<file path="src/design/lwpp_pkg.sv">
`default_nettype none

package lwpp_pkg;

  localparam int unsigned ScreenSize = 132;

  localparam int unsigned RegIdxW = 3;

  localparam logic [RegIdxW-1:0] RegClipLeft      = 3'd0;
  localparam logic [RegIdxW-1:0] RegClipTop       = 3'd1;
  localparam logic [RegIdxW-1:0] RegClipRight     = 3'd2;
  localparam logic [RegIdxW-1:0] RegClipBottom    = 3'd3;
  localparam logic [RegIdxW-1:0] RegCmdColumnSet  = 3'd4;
  localparam logic [RegIdxW-1:0] RegCmdPageSet    = 3'd5;
  localparam logic [RegIdxW-1:0] RegCmdMemoryWrite = 3'd6;

  localparam logic [7:0] RstClipLeft        = 8'd0;
  localparam logic [7:0] RstClipTop         = 8'd0;
  localparam logic [7:0] RstClipRight       = 8'(ScreenSize);
  localparam logic [7:0] RstClipBottom      = 8'(ScreenSize);
  localparam logic [7:0] RstCmdColumnSet    = 8'd21;
  localparam logic [7:0] RstCmdPageSet      = 8'd117;
  localparam logic [7:0] RstCmdMemoryWrite  = 8'd92;

  localparam logic OpWindow = 1'b0;
  localparam logic OpPixel  = 1'b1;

  localparam int unsigned MaxBytes = 7;

  typedef struct packed {
    logic       is_cmd;
    logic [7:0] value;
  } out_byte_t;

endpackage

`default_nettype wire

</file>
<file path="src/design/lcd_window_pixel_packer.sv">
`default_nettype none

// Channel   Direction  Handshake                  Payload
// in        input      in_valid_i / in_ready_o    operation, win_*, pixel_color
// out       output     out_valid_o / out_ready_i  is_command, byte_value, last_of_run
// apb       input      psel, penable, pwrite      paddr, pwdata, prdata
//
// An item is registered, then worked out combinationally into a result buffer of up to
// seven bytes, which drains at one byte per cycle while out_ready_i is high. A window
// that is not clipped away gives seven bytes on the output side and a pixel pair three.
// Items that cause no bytes pass without waiting for the buffer to drain. The next item
// is taken while the last byte of the previous one is being delivered. Reset clears all
// control state and loads the register reset values.

module lcd_window_pixel_packer (
  input  wire logic              clk_i,
  input  wire logic              rst_ni,

  input  wire logic              in_valid_i,
  output logic                   in_ready_o,
  input  wire logic              operation_i,
  input  wire logic signed [9:0] win_x_i,
  input  wire logic signed [9:0] win_y_i,
  input  wire logic [8:0]        win_width_i,
  input  wire logic [8:0]        win_height_i,
  input  wire logic [11:0]       pixel_color_i,

  output logic                   out_valid_o,
  input  wire logic              out_ready_i,
  output logic                   is_command_o,
  output logic [7:0]             byte_value_o,
  output logic                   last_of_run_o,

  input  wire logic              psel,
  input  wire logic              penable,
  input  wire logic              pwrite,
  input  wire logic [4:0]        paddr,
  input  wire logic [31:0]       pwdata,
  output logic [31:0]            prdata,
  output logic                   pready
);

  logic [7:0] clip_left_q, clip_top_q, clip_right_q, clip_bottom_q;
  logic [7:0] cmd_column_set_q, cmd_page_set_q, cmd_memory_write_q;

  logic [lwpp_pkg::RegIdxW-1:0] reg_idx;
  logic                         cfg_wr;

  assign pready  = 1'b1;
  assign reg_idx = paddr[4:2];
  assign cfg_wr  = psel & penable & pwrite & pready;

  always_ff @(posedge clk_i or negedge rst_ni) begin
    if (!rst_ni) begin
      clip_left_q        <= lwpp_pkg::RstClipLeft;
      clip_top_q         <= lwpp_pkg::RstClipTop;
      clip_right_q       <= lwpp_pkg::RstClipRight;
      clip_bottom_q      <= lwpp_pkg::RstClipBottom;
      cmd_column_set_q   <= lwpp_pkg::RstCmdColumnSet;
      cmd_page_set_q     <= lwpp_pkg::RstCmdPageSet;
      cmd_memory_write_q <= lwpp_pkg::RstCmdMemoryWrite;
    end else if (cfg_wr) begin
      unique case (reg_idx)
        lwpp_pkg::RegClipLeft:       clip_left_q        <= pwdata[7:0];
        lwpp_pkg::RegClipTop:        clip_top_q         <= pwdata[7:0];
        lwpp_pkg::RegClipRight:      clip_right_q       <= pwdata[7:0];
        lwpp_pkg::RegClipBottom:     clip_bottom_q      <= pwdata[7:0];
        lwpp_pkg::RegCmdColumnSet:   cmd_column_set_q   <= pwdata[7:0];
        lwpp_pkg::RegCmdPageSet:     cmd_page_set_q     <= pwdata[7:0];
        lwpp_pkg::RegCmdMemoryWrite: cmd_memory_write_q <= pwdata[7:0];
        default: ;
      endcase
    end
  end

  always_comb begin
    unique case (reg_idx)
      lwpp_pkg::RegClipLeft:       prdata = {24'd0, clip_left_q};
      lwpp_pkg::RegClipTop:        prdata = {24'd0, clip_top_q};
      lwpp_pkg::RegClipRight:      prdata = {24'd0, clip_right_q};
      lwpp_pkg::RegClipBottom:     prdata = {24'd0, clip_bottom_q};
      lwpp_pkg::RegCmdColumnSet:   prdata = {24'd0, cmd_column_set_q};
      lwpp_pkg::RegCmdPageSet:     prdata = {24'd0, cmd_page_set_q};
      lwpp_pkg::RegCmdMemoryWrite: prdata = {24'd0, cmd_memory_write_q};
      default:                     prdata = 32'd0;
    endcase
  end

  // Input register.
  logic                   s1_valid_q;
  logic                   s1_op_q;
  logic signed [9:0]      s1_x_q, s1_y_q;
  logic [8:0]             s1_w_q, s1_h_q;
  logic [11:0]            s1_color_q;
  logic                   s1_adv;

  // Block state.
  logic [15:0] pixels_left_q, pixels_left_d;
  logic [11:0] held_color_q, held_color_d;
  logic        held_valid_q, held_valid_d;

  // Result buffer.
  logic                buf_valid_q;
  logic [2:0]          buf_cnt_q;
  logic [2:0]          buf_idx_q;
  lwpp_pkg::out_byte_t buf_q [lwpp_pkg::MaxBytes];
  lwpp_pkg::out_byte_t res_d [lwpp_pkg::MaxBytes];
  logic [2:0]          res_cnt;
  logic                out_take, out_fin, buf_free;

  assign in_ready_o = !s1_valid_q || s1_adv;

  always_ff @(posedge clk_i or negedge rst_ni) begin
    if (!rst_ni) begin
      s1_valid_q <= 1'b0;
    end else if (in_ready_o) begin
      s1_valid_q <= in_valid_i;
    end
  end

  always_ff @(posedge clk_i) begin
    if (in_ready_o && in_valid_i) begin
      s1_op_q    <= operation_i;
      s1_x_q     <= win_x_i;
      s1_y_q     <= win_y_i;
      s1_w_q     <= win_width_i;
      s1_h_q     <= win_height_i;
      s1_color_q <= pixel_color_i;
    end
  end

  // Window clipping, in 12-bit signed arithmetic.
  logic signed [11:0] l_s, t_s, r_s, b_s;
  logic signed [11:0] x0, y0, w0, h0, x1, y1, w1, h1, w2, h2;
  logic               win_empty;
  logic [7:0]         w8, h8, col_last, row_last;
  logic [15:0]        area;

  always_comb begin
    l_s = $signed({4'd0, clip_left_q});
    t_s = $signed({4'd0, clip_top_q});
    r_s = $signed({4'd0, clip_right_q});
    b_s = $signed({4'd0, clip_bottom_q});
    x0  = 12'(s1_x_q);
    y0  = 12'(s1_y_q);
    w0  = $signed({3'd0, s1_w_q});
    h0  = $signed({3'd0, s1_h_q});
    if (x0 < l_s) begin
      w1 = w0 - (l_s - x0);
      x1 = l_s;
    end else begin
      w1 = w0;
      x1 = x0;
    end
    if (y0 < t_s) begin
      h1 = h0 - (t_s - y0);
      y1 = t_s;
    end else begin
      h1 = h0;
      y1 = y0;
    end
    win_empty = (w1 <= 12'sd0) || (h1 <= 12'sd0) || (x1 >= r_s) || (y1 >= b_s);
    w2 = (x1 + w1 > r_s) ? (r_s - x1) : w1;
    h2 = (y1 + h1 > b_s) ? (b_s - y1) : h1;
    w8 = w2[7:0];
    h8 = h2[7:0];
    col_last = x1[7:0] + w8 - 8'd1;
    row_last = y1[7:0] + h8 - 8'd1;
    area = {8'd0, w8} * {8'd0, h8};
  end

  // Result bytes and next state.
  always_comb begin
    pixels_left_d = pixels_left_q;
    held_color_d  = held_color_q;
    held_valid_d  = held_valid_q;
    res_cnt       = 3'd0;
    for (int i = 0; i < lwpp_pkg::MaxBytes; i++) begin
      res_d[i] = '0;
    end
    if (s1_op_q == lwpp_pkg::OpWindow) begin
      held_valid_d = 1'b0;
      held_color_d = 12'd0;
      if (win_empty) begin
        pixels_left_d = 16'd0;
      end else begin
        pixels_left_d = area;
        res_cnt  = 3'd7;
        res_d[0] = '{is_cmd: 1'b1, value: cmd_column_set_q};
        res_d[1] = '{is_cmd: 1'b0, value: x1[7:0]};
        res_d[2] = '{is_cmd: 1'b0, value: col_last};
        res_d[3] = '{is_cmd: 1'b1, value: cmd_page_set_q};
        res_d[4] = '{is_cmd: 1'b0, value: y1[7:0]};
        res_d[5] = '{is_cmd: 1'b0, value: row_last};
        res_d[6] = '{is_cmd: 1'b1, value: cmd_memory_write_q};
      end
    end else if (pixels_left_q != 16'd0) begin
      pixels_left_d = pixels_left_q - 16'd1;
      res_d[2] = '{is_cmd: 1'b0, value: s1_color_q[7:0]};
      if (held_valid_q) begin
        held_valid_d = 1'b0;
        held_color_d = 12'd0;
        res_cnt  = 3'd3;
        res_d[0] = '{is_cmd: 1'b0, value: held_color_q[11:4]};
        res_d[1] = '{is_cmd: 1'b0, value: {held_color_q[3:0], s1_color_q[11:8]}};
      end else if (pixels_left_q == 16'd1) begin
        res_cnt  = 3'd3;
        res_d[0] = '{is_cmd: 1'b0, value: 8'd0};
        res_d[1] = '{is_cmd: 1'b0, value: {4'd0, s1_color_q[11:8]}};
      end else begin
        held_valid_d = 1'b1;
        held_color_d = s1_color_q;
      end
    end
  end

  assign out_valid_o   = buf_valid_q;
  assign out_take      = out_valid_o & out_ready_i;
  assign last_of_run_o = (buf_idx_q == buf_cnt_q - 3'd1);
  assign out_fin       = out_take & last_of_run_o;
  assign buf_free      = !buf_valid_q || out_fin;
  assign s1_adv        = s1_valid_q && ((res_cnt == 3'd0) || buf_free);

  assign is_command_o = buf_q[buf_idx_q].is_cmd;
  assign byte_value_o = buf_q[buf_idx_q].value;

  always_ff @(posedge clk_i or negedge rst_ni) begin
    if (!rst_ni) begin
      pixels_left_q <= 16'd0;
      held_color_q  <= 12'd0;
      held_valid_q  <= 1'b0;
      buf_valid_q   <= 1'b0;
      buf_cnt_q     <= 3'd0;
      buf_idx_q     <= 3'd0;
    end else begin
      if (s1_adv) begin
        pixels_left_q <= pixels_left_d;
        held_color_q  <= held_color_d;
        held_valid_q  <= held_valid_d;
      end
      if (s1_adv && (res_cnt != 3'd0)) begin
        buf_valid_q <= 1'b1;
        buf_cnt_q   <= res_cnt;
        buf_idx_q   <= 3'd0;
      end else if (out_fin) begin
        buf_valid_q <= 1'b0;
      end else if (out_take) begin
        buf_idx_q <= buf_idx_q + 3'd1;
      end
    end
  end

  always_ff @(posedge clk_i) begin
    if (s1_adv && (res_cnt != 3'd0)) begin
      for (int i = 0; i < lwpp_pkg::MaxBytes; i++) begin
        buf_q[i] <= res_d[i];
      end
    end
  end

endmodule

`default_nettype wire
</file>
<file path="config.mk">
export PLATFORM = sky130hd
export DESIGN_NAME = lcd_window_pixel_packer
export DESIGN_NICKNAME = d
export VERILOG_FILES = /design/src/design/lwpp_pkg.sv /design/src/design/lcd_window_pixel_packer.sv
export SDC_FILE = /design/constraint.sdc
export NUM_CORES = 1
export LEC_CHECK = 0
export BUFFER_PORTS_ARGS = -buffer_cell sky130_fd_sc_hd__buf_2
export CAP_MARGIN = 25
export CORE_ASPECT_RATIO = 1.4
export CORE_UTILIZATION = 55
export CTS_BUF_LIST = sky130_fd_sc_hd__clkbuf_8
export DETAILED_ROUTE_END_ITERATION = 8
export GPL_ROUTABILITY_DRIVEN = 0
export GPL_TIMING_DRIVEN = 0
export HOLD_SLACK_MARGIN = 0.12
export PLACE_DENSITY = 0.74
export SYNTH_ARGS = -nofsm -noshare
export SYNTH_HDL_FRONTEND = slang
export SYNTH_SLANG_ARGS = --single-unit
</file>
<file path="constraint.sdc">
create_clock -name clk_i -period 12 [get_ports clk_i]
set_clock_uncertainty 0.2 [all_clocks]
set_input_delay 0.6 -clock clk_i [delete_from_list [all_inputs] [get_ports clk_i]]
set_output_delay 0.6 -clock clk_i [all_outputs]
set_load 0.01 [all_outputs]
</file>
==> reports/metrics.yaml <==
global_route:
  grt_first_pass_wirelength_um: 67600
  grt_max_degree: 68
  antenna_found_initial: 0
  grt_usage: 0.290
  grt_pass1_vias: 13300
  grt.overflow.total: 0
cells_and_area:
  utilization: 0.650
  finish.instance_area_um2: 18900
  layout.nets: 2154
  n_antenna_cell: 0
  area_delta_synth_final_pct: 16.0
  nFillCells: 2271
  drive_above_1_share: 0.196
die:
  dieHeight_um: 206
  dieArea_um2: 30400
  die_w_um: 148
  rows: 74
  coreArea_um2: 29200
  start_util: 0.560
  num_io_pins: 140
place:
  place_area_um2: 17400
  io_buffers: 87
  hpwlAfterDp_um: 32700
critical_path:
  timing.rr.start: "clip_left_q[1]$_DFFE_PN0P_"
  reg2reg_to: "pixels_left_q[14]$_DFFE_PN0P_"
  critPathMaxStageDelay_ns: 0.55
  reg2reg_depth: 50
  cp-start-kind: "flop"
  regToRegSetupSlack_ns: 0.62
  endpoint_kind: "flop"
  worstPathArrival_ns: 11.56
  crit_path_start: "clip_left_q[1]$_DFFE_PN0P_"
  required_ns: 12.19
  path_delay_family: "compound AO/OA/AOI/OAI gates"
  cp_max_fo: 10
  crit_type: "flop to flop"
  crit_slowest_cell: "fa_1"
  cp_num_buf_inv: 8
synth:
  synth-xor-area-share: 0.0414
  avgSynthCellArea_um2: 10.0
  synthCells: 1626
  synth_top_family_by_area: "adder cells"
  synth_simple_gate_area_frac: 0.129
  synth_flop_cell: "edfxtp_1"
  synth_common_cells: "inv_1, ha_1, nor2_1"
  synthMuxAreaShare: 0.0853
  syn-cell-area_um2: 16300
  synth_top_area_share: 0.199
  async_flop_share: 0.460
  ys_ff_latch: 200
  synth_top_cells_by_area: "edfxtp_1, ha_1, dfrtp_1"
  synth_area_leader_cell: "edfxtp_1"
  synth.most_common_cell: "inv_1"
  synthAdderAreaFrac: 0.196
  synth-edff-count: 108
  synth_cell_types: 84
  yosysWarnings: 0
  synth_compound_area_frac: 0.143
  seq_area_frac_synth: 0.341
clock_network:
  clock_path_buffers: 2
  worstSkewPairLatency_ns: 0.50
  ctsRootBufferMaster: "clkbuf_8"
  clkTransAtPathRegs_ns: 0.13
  htreeDepth: 4
  cts_tree: "yes"
  clock_sinks: 200
  cts_buffers: 17
timing:
  fin_crit_ns: 11.38
  hold_slack_ns: 0.233
  hold_violations: 0
  max_freq_mhz: 87.9
  final-max-slew-violation-count: 0
  fin_crit_sh: 0.948
  max_slew_margin: 0.305
  fin_setup_tns_ns: 0
  worst_pin_slew_ns: 1.04
  finalSetupViolCount: 0
routing:
  drtPass1Iterations: 5
  drtAntennaViolNets: 0
  drt-initial-drc-count: 739
  post_drt_wl_per_cell_um: 19.2
  routed_wl_um: 42800
  avgViaCountPerCell: 5.85
  via_count: 13000
  drc: 0
status:
  status: "completed"
worst_hold_path:
  hold_path_depth: 3
  hp-class: "input port to flop"
  hp-start: "pwdata[5]"
  whs_endpoint: "clip_top_q[5]$_DFFE_PN0P_"
flow_run:
  drv_cap: 0
cells by family after synthesis:
family          Yosys count
simple gates            431
compound gates          339
buf+inv                 244
fa+ha+maj               222
flops                   200
mux                     114
xor+xnor                 74
other cells               2
state kept, by name (all words and copies together), names as in the netlist, 9 cells and up:
name,flops
buf_q,57
pixels_left_q,16
held_color_q,12
s1_color_q,12
s1_x_q,10
s1_y_q,10
s1_h_q,9
s1_w_q,9
how the worst max path moves through the flow:
stage	end	slack (ns)	depth (start not counted)
3_3_place_gp	pixels_left_q[15]$_DFFE_PN0P_	-1.17	48
4_1_cts	pixels_left_q[15]$_DFFE_PN0P_	0.0008	53
6_report	pixels_left_q[14]$_DFFE_PN0P_	0.62	50
5_1_grt	pixels_left_q[15]$_DFFE_PN0P_	-0.04	54
3_5_place_dp	pixels_left_q[15]$_DFFE_PN0P_	-1.20	52
2_1_floorplan	pixels_left_q[15]$_DFFE_PN0P_	1.07	53
stage by stage:
step / setup WS [ns] / std cells
global route: -0.0385 / 2230
finish: 0.624 / 2230
global placement: -1.17 / 2116
floorplan: 1.07 / 1649
CTS: 0.000751 / 2211
detailed placement: -1.20 / 2120
placed cells by master, fill, tap and decap left out, drive strengths merged, types with 27 or more instances in the layout:
| cell type | count |
|---|---|
| nand2 | 102 |
| ha | 166 |
| xnor2 | 45 |
| inv | 181 |
| mux2 | 58 |
| a21oi | 75 |
| fa | 56 |
| a21o | 33 |
| xor2 | 27 |
| buf | 157 |
| edfxtp | 108 |
| mux2i | 43 |
| dlygate4sd3 | 53 |
| clkbuf | 47 |
| dfrtp | 76 |
| o21ai | 92 |
| nor2 | 146 |
what timing repair did:
action	CTS	global route
pin swaps	2	6
resized for setup	35	47
setup buffers	5	18
hold buffers	53	0
cloned	1	0
endpoints found under the setup margin	9	6
hold endpoints to repair	75	0
layout make-up:
class | instances | area (µm²) | area share
buffer | 71 | 448 | 0.0236
multi-input combinational | 1205 | 10200 | 0.536
sequential | 200 | 5570 | 0.294
timing repair buffer | 169 | 1230 | 0.0649
clock buffer | 17 | 234 | 0.0124
tap | 380 | 475 | 0.0251
inverter | 173 | 649 | 0.0343
clock inverter | 15 | 185 | 0.00977
per-layer routing:
metal	GRT usage	wire length (µm)	vias up
li1	-	-	6130
met3	0.0338	1890	117
met5	0	0	-
met4	0.177	2180	0
met2	0.523	22000	469
met1	0.329	16700	6321
tightest hold or removal path, delay by kind of cell:
family / cells / cell delay [ns]
AO/OA/AOI/OAI: 1 / 0.07
buffers and inverters: 1 / 0.17
AND/OR/NAND/NOR: 1 / 0.07
Power is left out: the tool's default activity adds up to more than one toggle a clock period on the data nets, which glitch-free logic cannot reach.
